<file path="src/hdl/mvm_pkg.sv">
// Shared constants, types and helpers of the matrix-vector multiply unit.
package mvm_pkg;

    localparam int MAX_COLS = 1024;
    localparam int MAX_ROWS = 65536;

    localparam int COL_W = $clog2(MAX_COLS);
    localparam int ROW_W = $clog2(MAX_ROWS);

    localparam int VALUE_W     = 32;
    localparam int ACC_W       = 64;
    localparam int ROW_INDEX_W = 16;
    localparam int NUM_ROWS_W  = 17;
    localparam int NUM_COLS_W  = 11;
    localparam int CFG_INDEX_W = 8;
    localparam int CFG_DATA_W  = 17;

    localparam logic [CFG_INDEX_W-1:0] REG_NUM_ROWS = CFG_INDEX_W'(0);
    localparam logic [CFG_INDEX_W-1:0] REG_NUM_COLS = CFG_INDEX_W'(1);

    // request function codes on s_func
    localparam logic FUNC_LOAD_X = 1'b0;
    localparam logic FUNC_MATRIX = 1'b1;

    localparam logic signed [ACC_W-1:0] ACC_MAX = {1'b0, {(ACC_W-1){1'b1}}};
    localparam logic signed [ACC_W-1:0] ACC_MIN = {1'b1, {(ACC_W-1){1'b0}}};

    // Controller to datapath commands
    typedef struct packed {
        logic load_we;   // write vector element, advance load pointer
        logic mac_rd;    // capture matrix element, read x at current column
        logic mul_en;    // register the product
        logic acc_en;    // accumulate, advance column, emit at row end
    } mvm_cmd_t;

    // Datapath to controller status
    typedef struct packed {
        logic row_end;   // current column is the last of the row
        logic out_busy;  // result register full and not drained this cycle
    } mvm_status_t;

    // Column count minus one, clamped to [1, MAX_COLS]
    function automatic logic [COL_W-1:0] eff_cols_m1(input logic [NUM_COLS_W-1:0] v);
        logic [31:0] n;
        n = 32'(v);
        if (n == 32'd0) begin
            n = 32'd1;
        end else if (n > 32'(MAX_COLS)) begin
            n = 32'(MAX_COLS);
        end
        return COL_W'(n - 32'd1);
    endfunction

    // Row count minus one, clamped to [1, MAX_ROWS]
    function automatic logic [ROW_W-1:0] eff_rows_m1(input logic [NUM_ROWS_W-1:0] v);
        logic [31:0] n;
        n = 32'(v);
        if (n == 32'd0) begin
            n = 32'd1;
        end else if (n > 32'(MAX_ROWS)) begin
            n = 32'(MAX_ROWS);
        end
        return ROW_W'(n - 32'd1);
    endfunction

endpackage

</file>
<file path="src/hdl/mvm_ctrl.sv">
// Sequencing state machine: request accept, multiply and accumulate steps.
module mvm_ctrl (
    input  logic                aclk,
    input  logic                aresetn,
    input  logic                s_valid,
    input  logic                s_func,
    output logic                s_ready,
    output mvm_pkg::mvm_cmd_t   cmd,
    input  mvm_pkg::mvm_status_t status
);
    import mvm_pkg::*;

    typedef enum logic [1:0] {
        ST_IDLE,
        ST_MUL,
        ST_ACC
    } state_t;

    state_t state_reg;
    state_t state_next;
    logic   accept;

    assign s_ready = (state_reg == ST_IDLE);
    assign accept  = s_valid && s_ready;

    always_comb begin
        state_next  = state_reg;
        cmd         = '0;
        case (state_reg)
            ST_IDLE: begin
                if (accept) begin
                    if (s_func == FUNC_MATRIX) begin
                        cmd.mac_rd = 1'b1;
                        state_next = ST_MUL;
                    end else begin
                        cmd.load_we = 1'b1;
                    end
                end
            end
            ST_MUL: begin
                cmd.mul_en = 1'b1;
                state_next = ST_ACC;
            end
            ST_ACC: begin
                // hold while a finished row still waits in the result register
                if (!(status.row_end && status.out_busy)) begin
                    cmd.acc_en = 1'b1;
                    state_next = ST_IDLE;
                end
            end
            default: begin
                state_next = ST_IDLE;
            end
        endcase
    end

    always_ff @(posedge aclk) begin
        if (!aresetn) begin
            state_reg <= ST_IDLE;
        end else begin
            state_reg <= state_next;
        end
    end

    a_mul_then_acc: assert property (@(posedge aclk) disable iff (!aresetn)
        (state_reg == ST_MUL) |=> (state_reg == ST_ACC))
        else $error("multiply step not followed by accumulate");

    a_no_emit_when_full: assert property (@(posedge aclk) disable iff (!aresetn)
        (cmd.acc_en && status.row_end) |-> !status.out_busy)
        else $error("row result issued into a full result register");

    a_matrix_starts_mac: assert property (@(posedge aclk) disable iff (!aresetn)
        (accept && (s_func == FUNC_MATRIX)) |=> (state_reg == ST_MUL))
        else $error("matrix request did not start a multiply");

endmodule

</file>
<file path="config.mk">
export PLATFORM = sky130hd
export DESIGN_NAME = mvm_ctrl
export DESIGN_NICKNAME = d
export VERILOG_FILES = /design/src/hdl/mvm_pkg.sv /design/src/hdl/mvm_ctrl.sv
export SDC_FILE = /design/constraint.sdc
export NUM_CORES = 1
export LEC_CHECK = 0
export BUFFER_PORTS_ARGS = -buffer_cell sky130_fd_sc_hd__buf_2
export CAP_MARGIN = 10
export CELL_PAD_IN_SITES_DETAIL_PLACEMENT = 1
export CELL_PAD_IN_SITES_GLOBAL_PLACEMENT = 1
export CORE_AREA = 3 3 40 42
export CTS_BUF_LIST = sky130_fd_sc_hd__clkbuf_2 sky130_fd_sc_hd__clkbuf_4 sky130_fd_sc_hd__clkbuf_8
export DETAILED_ROUTE_END_ITERATION = 10
export DIE_AREA = 0 0 43 45
export PLACE_DENSITY = 0.47
export SLEW_MARGIN = 0
export SYNTH_ARGS = -nofsm -noshare
export SYNTH_HDL_FRONTEND = slang
export SYNTH_SLANG_ARGS = --single-unit
export TNS_END_PERCENT = 5
</file>
<file path="constraint.sdc">
create_clock -name aclk -period 1.6 [get_ports aclk]
set_input_delay 0.16 -clock aclk [delete_from_list [all_inputs] [get_ports aclk]]
set_output_delay 0.16 -clock aclk [all_outputs]
set_load 0.005 [all_outputs]
</file>
# Word level (Yosys, flattened, before mapping)
# Index checks and enable logic that the tools add are counted.
# totals
ff_bits	2
in_bits	6
word_cells	21
# op_classes
n_mux	11
n_eq_ne	5
n_reduce_logical	4
# op_table
operator	n
2-bit 2-to-1 mux	5
2-bit one-hot mux with 3 select lines	1
1-bit 2-to-1 mux	5
2-bit != test (second input constant)	2
3-bit AND reduction	1
2-bit by 1-bit == test with 1-bit output (second input constant)	1
2-bit == test (second input constant)	1
1-bit logical AND	2
2-bit zero test	1
2-bit by 1-bit != test with 1-bit output (second input constant)	1

# Logic depth before layout (Yosys ltp)
# depth
word_depth	4
mapped_depth	2
depth_no_buf	2

# Worst setup path after synthesis
# OpenSTA, ideal clock, no wires.
# synth_path
kind	register to output
start	register state_reg[0]
end	output cmd[2] (netlist bit)
path_stages_with_launch	3
t_arrival_ns	0.662
path_slack_ns	0.778
path_buffers	0
path_cell_list	dfxtp_1 > nor2_1 > and3_1
# synth_rtl
item	line_no	text
start, declared	mvm_ctrl.sv:19	state_t state_reg;
start signal, assigned	mvm_ctrl.sv:61	state_reg <= state_next;
end, declared	mvm_ctrl.sv:8	output mvm_pkg::mvm_cmd_t cmd,

==> results by group <==
Cells and area
  • Final core occ: 0.154
  • Final Cell Area: 198 µm²
  • Largest register FFs: 2
  • Most common cell after layout, fill and taps aside: buf_2
  • Nets@finish: 32
  • # fillers: 162
  • Area Growth Syn to Fin: 73.6%
  • Commonest cells after routing, fill and taps aside: 10 x buf_2, 3 x clkbuf_4, 2 x dfxtp_1
  • Final cell count without fillers: 39
  • Layout cell share with drive strength beyond 1: 0.583
  • Ant diodes: 0

Clock network
  • Num CTS Buffers: 3
  • H-tree Lvls: 1
  • Reg clk slew, reported paths: 30 ps
  • Root Driver: clkbuf_4
  • CTS tree: done
  • Clock Sinks: 2
  • Cts repair resizes: 0
  • Bufs on Longest Clock Path: 2
  • # hold bufs at CTS: 0
  • Setup Buffers After CTS: 0
  • Worst-Skew Late Latency: 220 ps

Worst setup path
  • Req. time, crit path: 1440 ps
  • Critical path class: flip-flop to output pin
  • Crit path buf inv count: 1
  • Critical Path Source Type: flip-flop
  • Critical path arrival: 1020 ps
  • CP cell instances: nor4b_1 -> buf_2
  • CP endpoint kind: output pin
  • CP max-delay cell: dfxtp_1
  • Crit-path max cell delay: 330 ps
  • Worst-path fanout max: 5
  • CP top delay family: flip-flops

Routing
  • Drt first pass iters: 2
  • Vias per std cell: 3.49
  • Final WL: 360 µm
  • Routed vias: 136
  • Routed len/inst: 9.23 µm
  • DRT iter0 DRCs: 3
  • Drc violations: 0
  • Routed Antenna Nets: 0

Logic synthesis
  • Share of the synthesized area in the top cell type: 0.352
  • Simple-Gate Fraction of Synth Area: 0.473
  • Mean Syn Cell Area: 9.49 µm²
  • Top cell type by total area after synthesis: dfxtp_1
  • Mux share of post-synthesis cell area: 0
  • Unique masters post-synth: 11
  • Seq/Total Area, Yosys: 0.352
  • Post-synthesis register bit count: 2
  • Synth Instances: 12
  • Main combinational cell family by area after synthesis: simple AND/OR/NAND/NOR gates
  • XOR/XNOR share of the synthesized area: 0
  • Ys Warns: 0
  • Top cells by area, synth: dfxtp_1 35%, and2b_4 8.8%, and4b_1 8.8%
  • Netlist Area Pre-Place: 114 µm²
  • Mapped Nets: 18
  • Synth Area in Adders: 0
  • Post-synthesis compound-gate area fraction: 0.110

Placed design
  • Final HPWL from detailed placement: 300 µm
  • Placed insts: 36
  • Placer congestion estimate: 0.642
  • Cell area after placement: 175 µm²
  • Port-buffer cells: 10

Timing
  • Period utilisation layout: 0.739
  • Final min period: 1180 ps
  • Achievable Freq: 0.846 GHz
  • RSZ-0062 raised after global routing: no
  • Final setup violation count: 0
  • Final Hold Viols: 0
  • Skew final: 3.35 ps
  • Final Slew Violations: 0
  • Worst-Margin Slew: 251 ps
  • Worst relative slew slack: 0.831
  • Setup TNS: 0 ps

Die
  • # IOs: 11
  • Row cnt: 13
  • Core ar.: 0.00128 mm²
  • Starting Density: 0.0886
  • Die ar.: 0.00194 mm²
  • Chip Height: 45 µm
  • Die Span X: 43 µm

Job
  • Max_cap viols: 0

Global route
  • First-pass GRT wire length: 621 µm
  • Grt ovf: 0
  • Vias in the first global route: 150
  • GRT Util Overall: 0.0515
  • Pin count of the biggest net entering global routing: 6
  • Antenna violations before repair: 0

Status
  • Outcome: finished, final reports clean

Min path
  • Hold Path Class: input pin to flip-flop

Power and ir drop
  • Tot Pwr: 0.189 mW
  • Maximum vdd drop: 0.162 mV
  • Pwr dens: 954 mW/mm²
  • Static leakage: 0.0999 nW
==> path summary, 6_finish.rpt <==
check,depth (start not counted),start,slack (ps),end
setup / recovery,2,state_reg[0]$_SDFFE_PN0P_,420,cmd[3]
hold reg to reg,2,state_reg[0]$_SDFFE_PN0P_,670,state_reg[1]$_SDFFE_PN0P_
hold / removal,2,aresetn,150,state_reg[1]$_SDFFE_PN0P_
setup reg to reg,2,state_reg[1]$_SDFFE_PN0P_,750,state_reg[1]$_SDFFE_PN0P_
==> metrics by stage <==
stage	hold WS (ps)	setup slack (ps)
after floorplan	277	778
after global placement	387	680
after detailed placement	389	620
after CTS	148	369
after global routing	158	305
final	154	418
==> cells by family (layout without fill, tap and decap cells) <==
kind of cell	after synthesis	count (layout)
compound gates	2	2
buf+inv	1	13
flops	2	2
simple gates	7	7
==> worst reg2reg max path, cell delays in order, from the launching register on <==
cell and delay, ps:
dfxtp_1 370, and2b_4 210, o21a_1 170
==> power by group <==
| part | leakage, nW | switching (mW) | internal [mW] |
|---|---|---|---|
| sequential | 0.0163 | 0.00203 | 0.0522 |
| combinational | 0.0697 | 0.00945 | 0.0139 |
| clock | 0.0138 | 0.0284 | 0.0827 |
| total | 0.0999 | 0.0399 | 0.149 |
==> synth_stat cells (all sizes together) <==
cell type / count
and4: 1
nor4b: 1
nor2: 1
and3: 1
nand2b: 1
dfxtp: 2
buf: 1
o21a: 1
and2b: 1
and4b: 1
a21oi: 1
==> cell type report <==
| class | instances | area [µm²] | share of cell area |
|---|---|---|---|
| sequential | 2 | 40.0 | 0.203 |
| multi-input combinational | 9 | 66.3 | 0.335 |
| tap | 15 | 18.8 | 0.0949 |
| clock buffer | 3 | 22.5 | 0.114 |
| timing repair buffer | 10 | 50.0 | 0.253 |
==> metal layers <==
layer	vias to the layer above	track usage	wire, µm
met5	-	0	0
met4	0	0.0723	0
met3	0	0.0478	65
met2	11	0.0539	113
met1	54	0.0480	181
li1	71	-	-
No activity file was read; power rests on OpenSTA's default activity.
